<file path="src/hdl/rvs_pkg.sv">
// Shared types and constants of the regulator voltage selector.
package rvs_pkg;

  localparam int UV_W      = 23;  // microvolt fields
  localparam int SEL_W     = 4;   // selector width
  localparam int CNT_W     = 5;   // level count register
  localparam int ACC_W     = UV_W + SEL_W;  // base + 15 * step never wraps here
  localparam int SEL_LIMIT = 16;  // indices a selector can name
  localparam int CFG_IDX_W = 3;

  localparam int IN_TDATA_W  = 48;  // 46 bits of fields, padded to bytes
  localparam int OUT_TDATA_W = 32;  // 28 bits of fields, padded to bytes

  // configuration register indexes
  localparam logic [CFG_IDX_W-1:0] REG_MODE   = 3'd0;
  localparam logic [CFG_IDX_W-1:0] REG_BASE   = 3'd1;
  localparam logic [CFG_IDX_W-1:0] REG_STEP   = 3'd2;
  localparam logic [CFG_IDX_W-1:0] REG_COUNT  = 3'd3;
  localparam logic [CFG_IDX_W-1:0] REG_CONST  = 3'd4;
  localparam logic [CFG_IDX_W-1:0] REG_TADDR  = 3'd5;
  localparam logic [CFG_IDX_W-1:0] REG_TDATA  = 3'd6;

  // level source modes; the unused code behaves as constant mode
  localparam logic [1:0] MODE_TABLE  = 2'd0;
  localparam logic [1:0] MODE_LINEAR = 2'd1;
  localparam logic [1:0] MODE_CONST  = 2'd2;

  localparam logic STATUS_OK   = 1'b0;
  localparam logic STATUS_FAIL = 1'b1;

  typedef enum logic [1:0] {
    ST_IDLE,
    ST_SCAN,
    ST_CONST,
    ST_DONE
  } state_t;

  // result of the shared compare / step unit
  typedef struct packed {
    logic             fit;   // candidate lies inside [lo, hi]
    logic [ACC_W-1:0] next;  // accumulator plus one step
  } unit_res_t;

endpackage

</file>
<file path="src/hdl/rvs_ram.sv">
// Generic single write port RAM with registered read.
module rvs_ram #(
  parameter int WIDTH = 23,
  parameter int DEPTH = 16
) (
  input  logic                     clk,
  input  logic                     we,
  input  logic [$clog2(DEPTH)-1:0] waddr,
  input  logic [WIDTH-1:0]         wdata,
  input  logic [$clog2(DEPTH)-1:0] raddr,
  output logic [WIDTH-1:0]         rdata
);

  logic [WIDTH-1:0] mem [DEPTH];
  logic [WIDTH-1:0] rdata_r;

  always_ff @(posedge clk) begin
    if (we) begin
      mem[waddr] <= wdata;
    end
    rdata_r <= mem[raddr];
  end

  assign rdata = rdata_r;

endmodule

</file>
<file path="src/hdl/rvs_unit.sv">
// Shared window compare and linear step adder.
module rvs_unit (
  input  logic [rvs_pkg::ACC_W-1:0] cand,
  input  logic [rvs_pkg::UV_W-1:0]  lo,
  input  logic [rvs_pkg::UV_W-1:0]  hi,
  input  logic [rvs_pkg::ACC_W-1:0] acc,
  input  logic [rvs_pkg::UV_W-1:0]  step,
  output rvs_pkg::unit_res_t        res
);
  import rvs_pkg::*;

  logic [ACC_W-1:0] lo_x;
  logic [ACC_W-1:0] hi_x;

  assign lo_x = {{SEL_W{1'b0}}, lo};
  assign hi_x = {{SEL_W{1'b0}}, hi};

  // levels above the 23-bit range stay wide here, so they never fit
  assign res.fit  = (lo_x <= cand) && (cand <= hi_x);
  assign res.next = acc + {{SEL_W{1'b0}}, step};

endmodule

</file>
<file path="src/hdl/regulator_voltage_selector.sv">
// Top level of the regulator voltage selector: config, sequencer, result register.
//
//  channel | dir | handshake            | payload
//  --------+-----+----------------------+------------------------------------------
//  in      | in  | in_tvalid/in_tready   | in_tdata: min_uv[22:0], max_uv[45:23]
//  out     | out | out_tvalid/out_tready | out_tdata: status[0], chosen_selector[4:1],
//          |     |                      |   chosen_uv[27:5]
//  cfg     | in  | cfg_we               | cfg_index, cfg_wdata
//
//  Sequence: table/linear mode tests up to 16 levels, one per cycle through the
//  shared compare unit (in table mode also the level RAM read port), then
//  presents the result; constant mode makes one compare, and a zero level
//  count goes straight to the result.
//  Reset clears the config registers, the latched selector and the sequencer;
//  level table contents are undefined until written.
//  in_tready is high only in idle; a result held by out_tready stalls the
//  next item.
module regulator_voltage_selector #(
  parameter int MAX_LEVELS = 16
) (
  input  logic                              clk,
  input  logic                              rst_n,
  input  logic                              in_tvalid,
  output logic                              in_tready,
  input  logic [rvs_pkg::IN_TDATA_W-1:0]    in_tdata,   // min_uv, max_uv
  output logic                              out_tvalid,
  input  logic                              out_tready,
  output logic [rvs_pkg::OUT_TDATA_W-1:0]   out_tdata,  // status, chosen_selector, chosen_uv
  input  logic                              cfg_we,
  input  logic [rvs_pkg::CFG_IDX_W-1:0]     cfg_index,
  input  logic [rvs_pkg::UV_W-1:0]          cfg_wdata
);
  import rvs_pkg::*;

  // only the first 16 entries are addressable through a 4-bit table address
  localparam int TBL_DEPTH = (MAX_LEVELS < SEL_LIMIT) ? MAX_LEVELS : SEL_LIMIT;
  localparam int AW        = $clog2(TBL_DEPTH);
  localparam logic [CNT_W-1:0] LVL_LIM = CNT_W'(TBL_DEPTH);

  // config registers
  logic [1:0]       mode_r;
  logic [UV_W-1:0]  base_r;
  logic [UV_W-1:0]  step_r;
  logic [CNT_W-1:0] lvl_cnt_r;
  logic [UV_W-1:0]  const_r;
  logic [SEL_W-1:0] taddr_r;

  // sequencer and datapath
  state_t           state_r, state_nxt;
  logic [UV_W-1:0]  lo_r, lo_nxt;
  logic [UV_W-1:0]  hi_r, hi_nxt;
  logic [CNT_W-1:0] n_r, n_nxt;
  logic [SEL_W-1:0] idx_r, idx_nxt;
  logic [ACC_W-1:0] acc_r, acc_nxt;
  logic             tbl_r, tbl_nxt;     // table source, else linear
  logic             lvl_r, lvl_nxt;     // table or linear item (selector latches)
  logic [SEL_W-1:0] cur_sel_r, cur_sel_nxt;

  logic             o_status_r, o_status_nxt;
  logic [SEL_W-1:0] o_sel_r, o_sel_nxt;
  logic [UV_W-1:0]  o_uv_r, o_uv_nxt;

  logic             in_acc;
  logic             last;
  logic [CNT_W-1:0] n_use;
  logic             is_lvl_mode;
  logic [SEL_W-1:0] raddr_full;
  logic [UV_W-1:0]  rdata;
  logic             tbl_we;
  logic [ACC_W-1:0] cand;
  unit_res_t        ures;

  assign in_tready  = (state_r == ST_IDLE);
  assign in_acc     = in_tvalid && in_tready;
  assign out_tvalid = (state_r == ST_DONE);
  assign out_tdata  = {{(OUT_TDATA_W - 1 - SEL_W - UV_W){1'b0}}, o_uv_r, o_sel_r, o_status_r};

  assign n_use       = (lvl_cnt_r > LVL_LIM) ? LVL_LIM : lvl_cnt_r;
  assign is_lvl_mode = (mode_r == MODE_TABLE) || (mode_r == MODE_LINEAR);
  assign last        = ({1'b0, idx_r} == (n_r - CNT_W'(1)));

  // config writes; table_data itself is not kept, it goes straight to the RAM
  always_ff @(posedge clk) begin
    if (!rst_n) begin
      mode_r    <= MODE_TABLE;
      base_r    <= '0;
      step_r    <= '0;
      lvl_cnt_r <= '0;
      const_r   <= '0;
      taddr_r   <= '0;
    end else if (cfg_we) begin
      unique case (cfg_index)
        REG_MODE:  mode_r    <= cfg_wdata[1:0];
        REG_BASE:  base_r    <= cfg_wdata;
        REG_STEP:  step_r    <= cfg_wdata;
        REG_COUNT: lvl_cnt_r <= cfg_wdata[CNT_W-1:0];
        REG_CONST: const_r   <= cfg_wdata;
        REG_TADDR: taddr_r   <= cfg_wdata[SEL_W-1:0];
        default: ;
      endcase
    end
  end

  assign tbl_we = cfg_we && (cfg_index == REG_TDATA) && (32'(taddr_r) < TBL_DEPTH);

  // level table: prefetch entry 0 while idle, then idx+1 while idx is tested
  assign raddr_full = (state_r == ST_SCAN) ? (idx_r + SEL_W'(1)) : '0;

  rvs_ram #(
    .WIDTH (UV_W),
    .DEPTH (TBL_DEPTH)
  ) u_table (
    .clk   (clk),
    .we    (tbl_we),
    .waddr (taddr_r[AW-1:0]),
    .wdata (cfg_wdata),
    .raddr (raddr_full[AW-1:0]),
    .rdata (rdata)
  );

  always_comb begin
    if (state_r == ST_CONST) begin
      cand = {{SEL_W{1'b0}}, const_r};
    end else if (tbl_r) begin
      cand = {{SEL_W{1'b0}}, rdata};
    end else begin
      cand = acc_r;
    end
  end

  rvs_unit u_unit (
    .cand (cand),
    .lo   (lo_r),
    .hi   (hi_r),
    .acc  (acc_r),
    .step (step_r),
    .res  (ures)
  );

  // next state
  always_comb begin
    state_nxt = state_r;
    unique case (state_r)
      ST_IDLE: begin
        if (in_acc) begin
          if (!is_lvl_mode) begin
            state_nxt = ST_CONST;
          end else if (n_use == '0) begin
            state_nxt = ST_DONE;
          end else begin
            state_nxt = ST_SCAN;
          end
        end
      end
      ST_SCAN: begin
        if (ures.fit || last) begin
          state_nxt = ST_DONE;
        end
      end
      ST_CONST: state_nxt = ST_DONE;
      ST_DONE: begin
        if (out_tready) begin
          state_nxt = ST_IDLE;
        end
      end
      default: state_nxt = ST_IDLE;
    endcase
  end

  // datapath updates
  always_comb begin
    lo_nxt       = lo_r;
    hi_nxt       = hi_r;
    n_nxt        = n_r;
    idx_nxt      = idx_r;
    acc_nxt      = acc_r;
    tbl_nxt      = tbl_r;
    lvl_nxt      = lvl_r;
    cur_sel_nxt  = cur_sel_r;
    o_status_nxt = o_status_r;
    o_sel_nxt    = o_sel_r;
    o_uv_nxt     = o_uv_r;
    unique case (state_r)
      ST_IDLE: begin
        if (in_acc) begin
          lo_nxt       = in_tdata[UV_W-1:0];
          hi_nxt       = in_tdata[2*UV_W-1:UV_W];
          n_nxt        = n_use;
          idx_nxt      = '0;
          acc_nxt      = {{SEL_W{1'b0}}, base_r};
          tbl_nxt      = (mode_r == MODE_TABLE);
          lvl_nxt      = is_lvl_mode;
          // preset failure; zero levels ends right here
          o_status_nxt = STATUS_FAIL;
          o_sel_nxt    = '0;
          o_uv_nxt     = '0;
        end
      end
      ST_SCAN: begin
        if (ures.fit) begin
          o_status_nxt = STATUS_OK;
          o_sel_nxt    = idx_r;
          o_uv_nxt     = cand[UV_W-1:0];
          cur_sel_nxt  = idx_r;
        end else if (!last) begin
          idx_nxt = idx_r + SEL_W'(1);
          acc_nxt = ures.next;
        end
      end
      ST_CONST: begin
        if (ures.fit) begin
          o_status_nxt = STATUS_OK;
          o_uv_nxt     = const_r;
        end
      end
      ST_DONE: ;
      default: ;
    endcase
  end

  always_ff @(posedge clk) begin
    if (!rst_n) begin
      state_r   <= ST_IDLE;
      cur_sel_r <= '0;
    end else begin
      state_r   <= state_nxt;
      cur_sel_r <= cur_sel_nxt;
    end
  end

  always_ff @(posedge clk) begin
    lo_r       <= lo_nxt;
    hi_r       <= hi_nxt;
    n_r        <= n_nxt;
    idx_r      <= idx_nxt;
    acc_r      <= acc_nxt;
    tbl_r      <= tbl_nxt;
    lvl_r      <= lvl_nxt;
    o_status_r <= o_status_nxt;
    o_sel_r    <= o_sel_nxt;
    o_uv_r     <= o_uv_nxt;
  end

  // one item in flight: never ready while a result is pending
  a_one_item: assert property (@(posedge clk) disable iff (!rst_n)
    !(in_tready && out_tvalid))
    else $error("input ready while a result is pending");

  // an accepted item always starts work
  a_busy_after_accept: assert property (@(posedge clk) disable iff (!rst_n)
    in_tvalid && in_tready |=> !in_tready)
    else $error("still ready right after accepting an item");

  // failure reports zero selector and voltage
  a_fail_zero: assert property (@(posedge clk) disable iff (!rst_n)
    out_tvalid && (o_status_r == STATUS_FAIL) |-> (o_sel_r == '0) && (o_uv_r == '0))
    else $error("failed result carries a selector or voltage");

  // a table or linear success has latched its selector
  a_sel_latched: assert property (@(posedge clk) disable iff (!rst_n)
    out_tvalid && lvl_r && (o_status_r == STATUS_OK) |-> (cur_sel_r == o_sel_r))
    else $error("current selector does not match the reported one");

endmodule
</file>
<file path="config.mk">
export PLATFORM = sky130hd
export DESIGN_NAME = regulator_voltage_selector
export DESIGN_NICKNAME = d
export VERILOG_FILES = /design/src/hdl/rvs_pkg.sv /design/src/hdl/rvs_ram.sv /design/src/hdl/rvs_unit.sv /design/src/hdl/regulator_voltage_selector.sv
export SDC_FILE = /design/constraint.sdc
export NUM_CORES = 1
export LEC_CHECK = 0
export ABC_AREA = 0
export BUFFER_PORTS_ARGS = -buffer_cell sky130_fd_sc_hd__buf_2
export CAP_MARGIN = 10
export CELL_PAD_IN_SITES_DETAIL_PLACEMENT = 2
export CELL_PAD_IN_SITES_GLOBAL_PLACEMENT = 2
export CORE_ASPECT_RATIO = 1.4
export CORE_MARGIN = 5
export CORE_UTILIZATION = 49
export DETAILED_ROUTE_END_ITERATION = 8
export GPL_TIMING_DRIVEN = 0
export PLACE_DENSITY_LB_ADDON = 0.1
export REMOVE_ABC_BUFFERS = 1
export SKIP_CTS_REPAIR_TIMING = 1
export SLEW_MARGIN = 0
export SYNTH_ARGS = -nofsm -noshare
export SYNTH_HDL_FRONTEND = slang
export SYNTH_HIERARCHICAL = 1
export SYNTH_SLANG_ARGS = --single-unit
</file>
<file path="constraint.sdc">
create_clock -name clk -period 9.8 [get_ports clk]
set_input_delay 0.49 -clock clk [delete_from_list [all_inputs] [get_ports clk]]
set_output_delay 0.49 -clock clk [all_outputs]
set_load 0.1 [all_outputs]
</file>
==> results of run 1 <==
[flip-flops by register name, indices dropped and copies added (netlist names)]
register,flops
acc_r,27
base_r,23
const_r,23
hi_r,23
idx_r,4
lo_r,23
lvl_cnt_r,5
mode_r,2
n_r,5
o_sel_r,4
o_status_r,1
o_uv_r,23
state_r,2
step_r,23
taddr_r,4
tbl_r,1
u_table/mem,368
u_table/rdata,23
[worst max path at each step]
stage | slack (ns) | to | cells after the start
global route | 4.49 | acc_r[10] | 16
CTS | 4.67 | acc_r[10] | 16
detailed placement | 4.70 | acc_r[8] | 16
finish | 4.73 | acc_r[8] | 16
global placement | -4.88 | idx_r[0] | 3
floorplan | -0.34 | idx_r[0] | 3
[layout make-up]
| class | count | area [um2] | area share (%) |
|---|---|---|---|
| Multi-Input combinational cell | 921 | 7810 | 27.5 |
| Tap cell | 643 | 805 | 2.83 |
| Clock buffer | 89 | 1710 | 6.02 |
| Clock inverter | 17 | 156 | 0.551 |
| Sequential cell | 584 | 16500 | 58.0 |
| Inverter | 63 | 236 | 0.832 |
| Timing Repair Buffer | 146 | 1200 | 4.23 |
[cells by family after synthesis]
group | count (synthesis) | share of synthesized area (%)
AOI/OAI and AO/OA | 277 | 7.55
xor gates and xnor gates | 29 | 1.09
adders and majority gates | 77 | 3.92
buffers and inverters | 149 | 2.64
DFF | 584 | 66.6
muxes | 153 | 10.9
other | 1 | 0.0151
and+or+nand+nor | 381 | 7.29
[per-layer routing]
| layer | part of all wire, % | wire, um | vias to the layer above | GRT usage (%) |
|---|---|---|---|---|
| met1 | 38 | 28200 | 7798 | 32.3 |
| met3 | 4.1 | 3050 | 142 | 3.52 |
| met2 | 54 | 40000 | 387 | 48.4 |
| met5 | 0 | 0 | - | 0 |
| met4 | 3.7 | 2780 | 0 | 9.06 |
| li1 | - | - | 6492 | - |
[synthesized netlist by cell type (all sizes together), types with 40 or more instances]
| library cell | number |
|---|---|
| nand2 | 206 |
| clkbuf | 48 |
| a21boi | 72 |
| nor2 | 41 |
| mux4 | 92 |
| a22oi | 46 |
| dfxtp | 105 |
| a21oi | 62 |
| inv | 63 |
| edfxtp | 479 |
| o21ai | 40 |
| ha | 76 |
[through the flow]
stage | TNS, ns | power (W) | hold WS, ns | worst slack, ns | util (%)
floorplan | -4.80 | 0.00496 | 0.439 | -0.340 | -
global placement | -112.88 | 0.00566 | 0.446 | -4.88 | 51.4
detailed placement | 0 | 0.00578 | 0.467 | 4.70 | 53.0
CTS | 0 | 0.00802 | 0.00925 | 4.67 | 56.8
global route | 0 | 0.00830 | 0.0243 | 4.49 | 56.8
finish | 0 | 0.00795 | 0.0402 | 4.73 | 56.8
[critical path, delay by kind of cell, from the launching register on]
kind                       cells  cell delay, ns
AOI/OAI and AO/OA              7            1.92
adders and majority gates      2            0.66
DFF                            1            0.44
and+or+nand+nor                2            0.73
buffers and inverters          5            0.96
[power by group]
group	switching [W]	internal, W	total, W
clock network	0.000948	0.00125	0.00220
logic	0.00173	0.000864	0.00260
registers	0.000151	0.00300	0.00315
==> results.yml, run 1 <==
grt:
  grt_pass1_vias: 16700
  grt_pass1_wl_um: 109000
  grt_max_degree: 64
  track_usage_pct: 26.6
  overflow: 0
  antenna_found_initial: 0
critical_path:
  crit_start: "state_r[0]"
  r2r_cells: 16
  critical_path_class: "flip-flop to flip-flop"
  reg2reg_to: "acc_r[8]"
  start_kind: "flip-flop"
  rr_startpoint: "state_r[0]"
  crit_chain: "inv_1, ha_2, buf_12, o21ai_0, inv_1, ha_1, nand4_1, a21oi_1, a211oi_1, o21ai_0, a21o_1, a21oi_1, o21a_1, nor3_2, buf_4, buf_6"
  arrival_ns: 5.40
  cp_max_fo: 58
  r2r_setup_slack_ns: 4.73
  slowest_delay_ns: 0.74
  critPathCaptureType: "flip-flop"
  crit_path_top_delay_cell: "o21ai_0"
  worstPathRequired_ns: 10.12
drt:
  drtAntennaViolNets: 0
  via_per_inst: 6.02
  wl_per_cell_um: 30.1
  drtIter0Drc: 806
  drtPass1Iterations: 5
  vias: 14800
  drc: 0
  finalWirelength_um: 74000
floorplanning:
  chipWidth_um: 200
  core_area_um2: 50000
  initial_core_util_pct: 49.5
  ios: 113
  die_area_um2: 55200
  fp-row-count: 97
  fp.dieH_um: 276
timing:
  worst_clock_skew_ns: 0.0231
  slew-limit-headroom_pct: 23.8
  post-route-period-util_pct: 51.8
  hold_viol: 0
  slew_viol_final: 0
  period_minus_slack_ns: 5.07
  rsz0062_at_grt: "false"
  setup-violations-final: 0
  fmax_mhz: 197
  worstMarginPinSlew_ns: 1.14
yosys:
  synth_area_um2: 24800
  synth-seq-cells: 584
  ys_warn_count: 6
  synth_edf_count: 479
  ys_dominant_reg_cell: "edfxtp_1"
  synth_top_area_cell: "edfxtp_1"
  synthArstFlopShare_pct: 0
  syn_avg_cell_area_um2: 15.0
  ys_top_cells_by_area: "edfxtp_1, dfxtp_1, mux4_2"
  postSynthCellCount: 1651
  yosysSeqAreaShare_pct: 66.6
  synth_top_area_share_pct: 58.1
  synth_cell_types: 64
cells_and_area:
  antenna_cells: 0
  finalNonFillerCells: 2463
  fin_area_um2: 28400
  fillerInstances: 4351
  areaGrowthSynthToFinish_pct: 14.7
  final_cell_mix: "edfxtp_1, nand2_1, buf_2, dfxtp_1, mux4_2"
  nets: 1929
  drive_above_1_share_pct: 21.0
  final_common_cell: "edfxtp_1"
placed_design:
  place.gp.congestion: 0.821
  placed_cell_area_um2: 26500
  port-buffer-count: 106
  dp.cells: 2356
  dpl.hpwl_um: 48800
clocking:
  clock-sinks: 584
  cts_tree: "built"
  clk_pin_slew_ns: 0.06
  cts_htree_levels: 2
  cts_inserted_buffers: 57
  clock_latency_ns: 0.63
  clock_path_buffers: 3
  root_buffer: "clkbuf_16"
power:
  cellPowerDensity_nw_per_um2: 280
  ir_drop_v: 0.000271
  leakage_nw: 10.1
min_path:
  hp-class: "input port to flip-flop"
  hp-start: "in_tdata[16]"
  whs_path_depth: 1
  hold_path_end: "lo_r[16]"
flow_run:
  max_cap_violations: 0
outcome:
  status: "complete, no violations"
No activity file was read; power rests on OpenSTA's default activity.
==> run 2: changes to the inputs <==
--- a/config.mk
+++ b/config.mk
@@ -12,7 +12,7 @@
 export CELL_PAD_IN_SITES_GLOBAL_PLACEMENT = 2
 export CORE_ASPECT_RATIO = 1.4
 export CORE_MARGIN = 5
-export CORE_UTILIZATION = 49
+export CORE_UTILIZATION = 45
 export DETAILED_ROUTE_END_ITERATION = 8
 export GPL_TIMING_DRIVEN = 0
 export PLACE_DENSITY_LB_ADDON = 0.1
==> constraint.sdc (replaced) <==
create_clock -name clk -period 4.91 [get_ports clk]
set_input_delay 0.2455 -clock clk [delete_from_list [all_inputs] [get_ports clk]]
set_output_delay 0.2455 -clock clk [all_outputs]
set_load 0.1 [all_outputs]
==> results.yml, run 2 (same netlist as run 1, synthesis figures left out) <==
outcome:
  status: "complete, no violations"
power:
  comb_power_share_pct: 31.8
  cellPowerDensity_nw_per_um2: 557
  netSwitchingFraction_pct: 35.0
  fin_total_pwr_w: 0.0163
  ir_drop_v: 0.000310
  leakage_nw: 10.4
  netSwitchingPower_w: 0.00571
  p_seq_share_pct: 38.5
  power.share.clock_pct: 29.7
  p_int_w: 0.0106
grt:
  overflow: 0
  grt_pass1_vias: 16300
  track_usage_pct: 23.4
  antenna_found_initial: 1
  grt_pass1_wl_um: 106000
  grt_max_degree: 64
floorplanning:
  fp-row-count: 101
  core_area_um2: 54300
  die_area_um2: 59900
  ios: 113
  initial_core_util_pct: 45.6
  chipWidth_um: 208
  fp.dieH_um: 288
timing:
  post-route-period-util_pct: 98.5
  period_minus_slack_ns: 4.84
  fmax_mhz: 207
  hold_viol: 0
  layout_setup_ws_ns: 0.0722
  slew_viol_final: 0
  setup-violations-final: 0
  worstMarginPinSlew_ns: 1.27
  worst_clock_skew_ns: 0.0200
  slew-limit-headroom_pct: 15.1
  setup_tns_ns: 0
drt:
  drtIter0Drc: 926
  drtAntennaViolNets: 0
  drtPass1Iterations: 5
  drc: 0
  wl_per_cell_um: 28.0
  finalWirelength_um: 72600
  vias: 14800
  via_per_inst: 5.70
placed_design:
  pre_cts_ws_ns: -0.164
  dp.cells: 2437
  port-buffer-count: 106
  place.gp.congestion: 0.805
  dpl.hpwl_um: 48200
  placed_cell_area_um2: 26700
min_path:
  whs_path_depth: 1
  hp-class: "input port to flip-flop"
critical_path:
  worst-path-buf-inv: 4
  cp_max_fo: 11
  critical_path_class: "flip-flop to flip-flop"
  critPathCaptureType: "flip-flop"
  crit_path_top_delay_cell: "edfxtp_1"
  slowest_delay_ns: 0.58
  r2r_cells: 16
  worstPathRequired_ns: 5.24
  start_kind: "flip-flop"
  arrival_ns: 5.16
  crit_chain: "buf_16, buf_16, mux2i_1, o21ai_0, ha_1, nand4_1, nor2_1, o21ai_0, o2111ai_1, a211oi_1, a31oi_1, a21oi_1, o21a_1, nor3_4, buf_6, buf_6"
  cp.depth: 16
  path_delay_family: "compound AO/OA/AOI/OAI gates"
cells_and_area:
  fin_area_um2: 29300
  final_cell_mix: "edfxtp_1, nand2_1, buf_2, dfxtp_1, mux4_2"
  drive_above_1_share_pct: 21.1
  areaGrowthSynthToFinish_pct: 18.3
  nets: 1977
  finalNonFillerCells: 2592
  largest_reg_flops: 368
  final_common_cell: "edfxtp_1"
  reg_top3: "u_table/mem: 368 flops, acc_r: 27 flops"
  regMostFlops: "u_table/mem"
clocking:
  clk_pin_slew_ns: 0.07
  root_buffer: "clkbuf_16"
  cts_htree_levels: 2
  cts_inserted_buffers: 57
  clock-sinks: 584
  cts_tree: "built"
  clock_path_buffers: 3
  clock_latency_ns: 0.63
flow_run:
  max_cap_violations: 0
-- run 2: cell types whose count changed in the layout (fill, tap and decap cells not counted), moves of 2 or more --
cell / before / now
buf_8: 4 / 2
buf_6: 11 / 15
clkbuf_1: 19 / 13
clkinvlp_4: 0 / 4
clkbuf_8: 10 / 6
bufinv_16: 2 / 9
buf_16: 5 / 9
clkinv_1: 4 / 1
clkbuf_16: 60 / 62
buf_4: 4 / 0
dlygate4sd3_1: 0 / 46
-- run 2: stage by stage --
| stage | hold WS [ns] | util, % |
|---|---|---|
| floorplan | 0.344 | - |
| global placement | 0.426 | 47.5 |
| detailed placement | 0.424 | 49.2 |
| CTS | -0.244 | 53.0 |
| global route | 0.0350 | 53.9 |
| finish | 0.0456 | 53.9 |
-- run 2: routing by layer --
metal	GRT usage [%]	share of wire, %
met2	44.9	55
met3	3.16	3.1
met4	6.47	2.8
met1	27.4	39
met5	0	0
-- run 2: final cells by class --
cell class	count	area [um2]
diodes	1	2.50
clock buffers	81	1680
clock inverters	27	403
fillers	4851	25000
inverters	63	236
multi-input cells	921	7830
flip-flops and latches	584	16500
well taps	721	902
repair buffers	194	1760
-- run 2: power groups by stage --
stage / Combinational, W / Clock, W / Sequential [W]
3_3_place_gp: 0.00487 / 0 / 0.00640
6_report: 0.00519 / 0.00484 / 0.00628
5_1_grt: 0.00553 / 0.00520 / 0.00633
3_5_place_dp: 0.00512 / 0 / 0.00638
2_1_floorplan: 0.00276 / 0 / 0.00713
4_1_cts: 0.00516 / 0.00495 / 0.00628
-- run 2: path summary, 6_finish.rpt --
| path | from | to | slack (ns) |
|---|---|---|---|
| setup / recovery | tbl_r | acc_r[7] | 0.07 |
| hold / removal | cfg_wdata[15] | u_table/mem[7][15] | 0.05 |
| setup reg to reg | tbl_r | acc_r[7] | 0.07 |
| hold reg to reg | base_r[3] | base_r[3] | 0.47 |
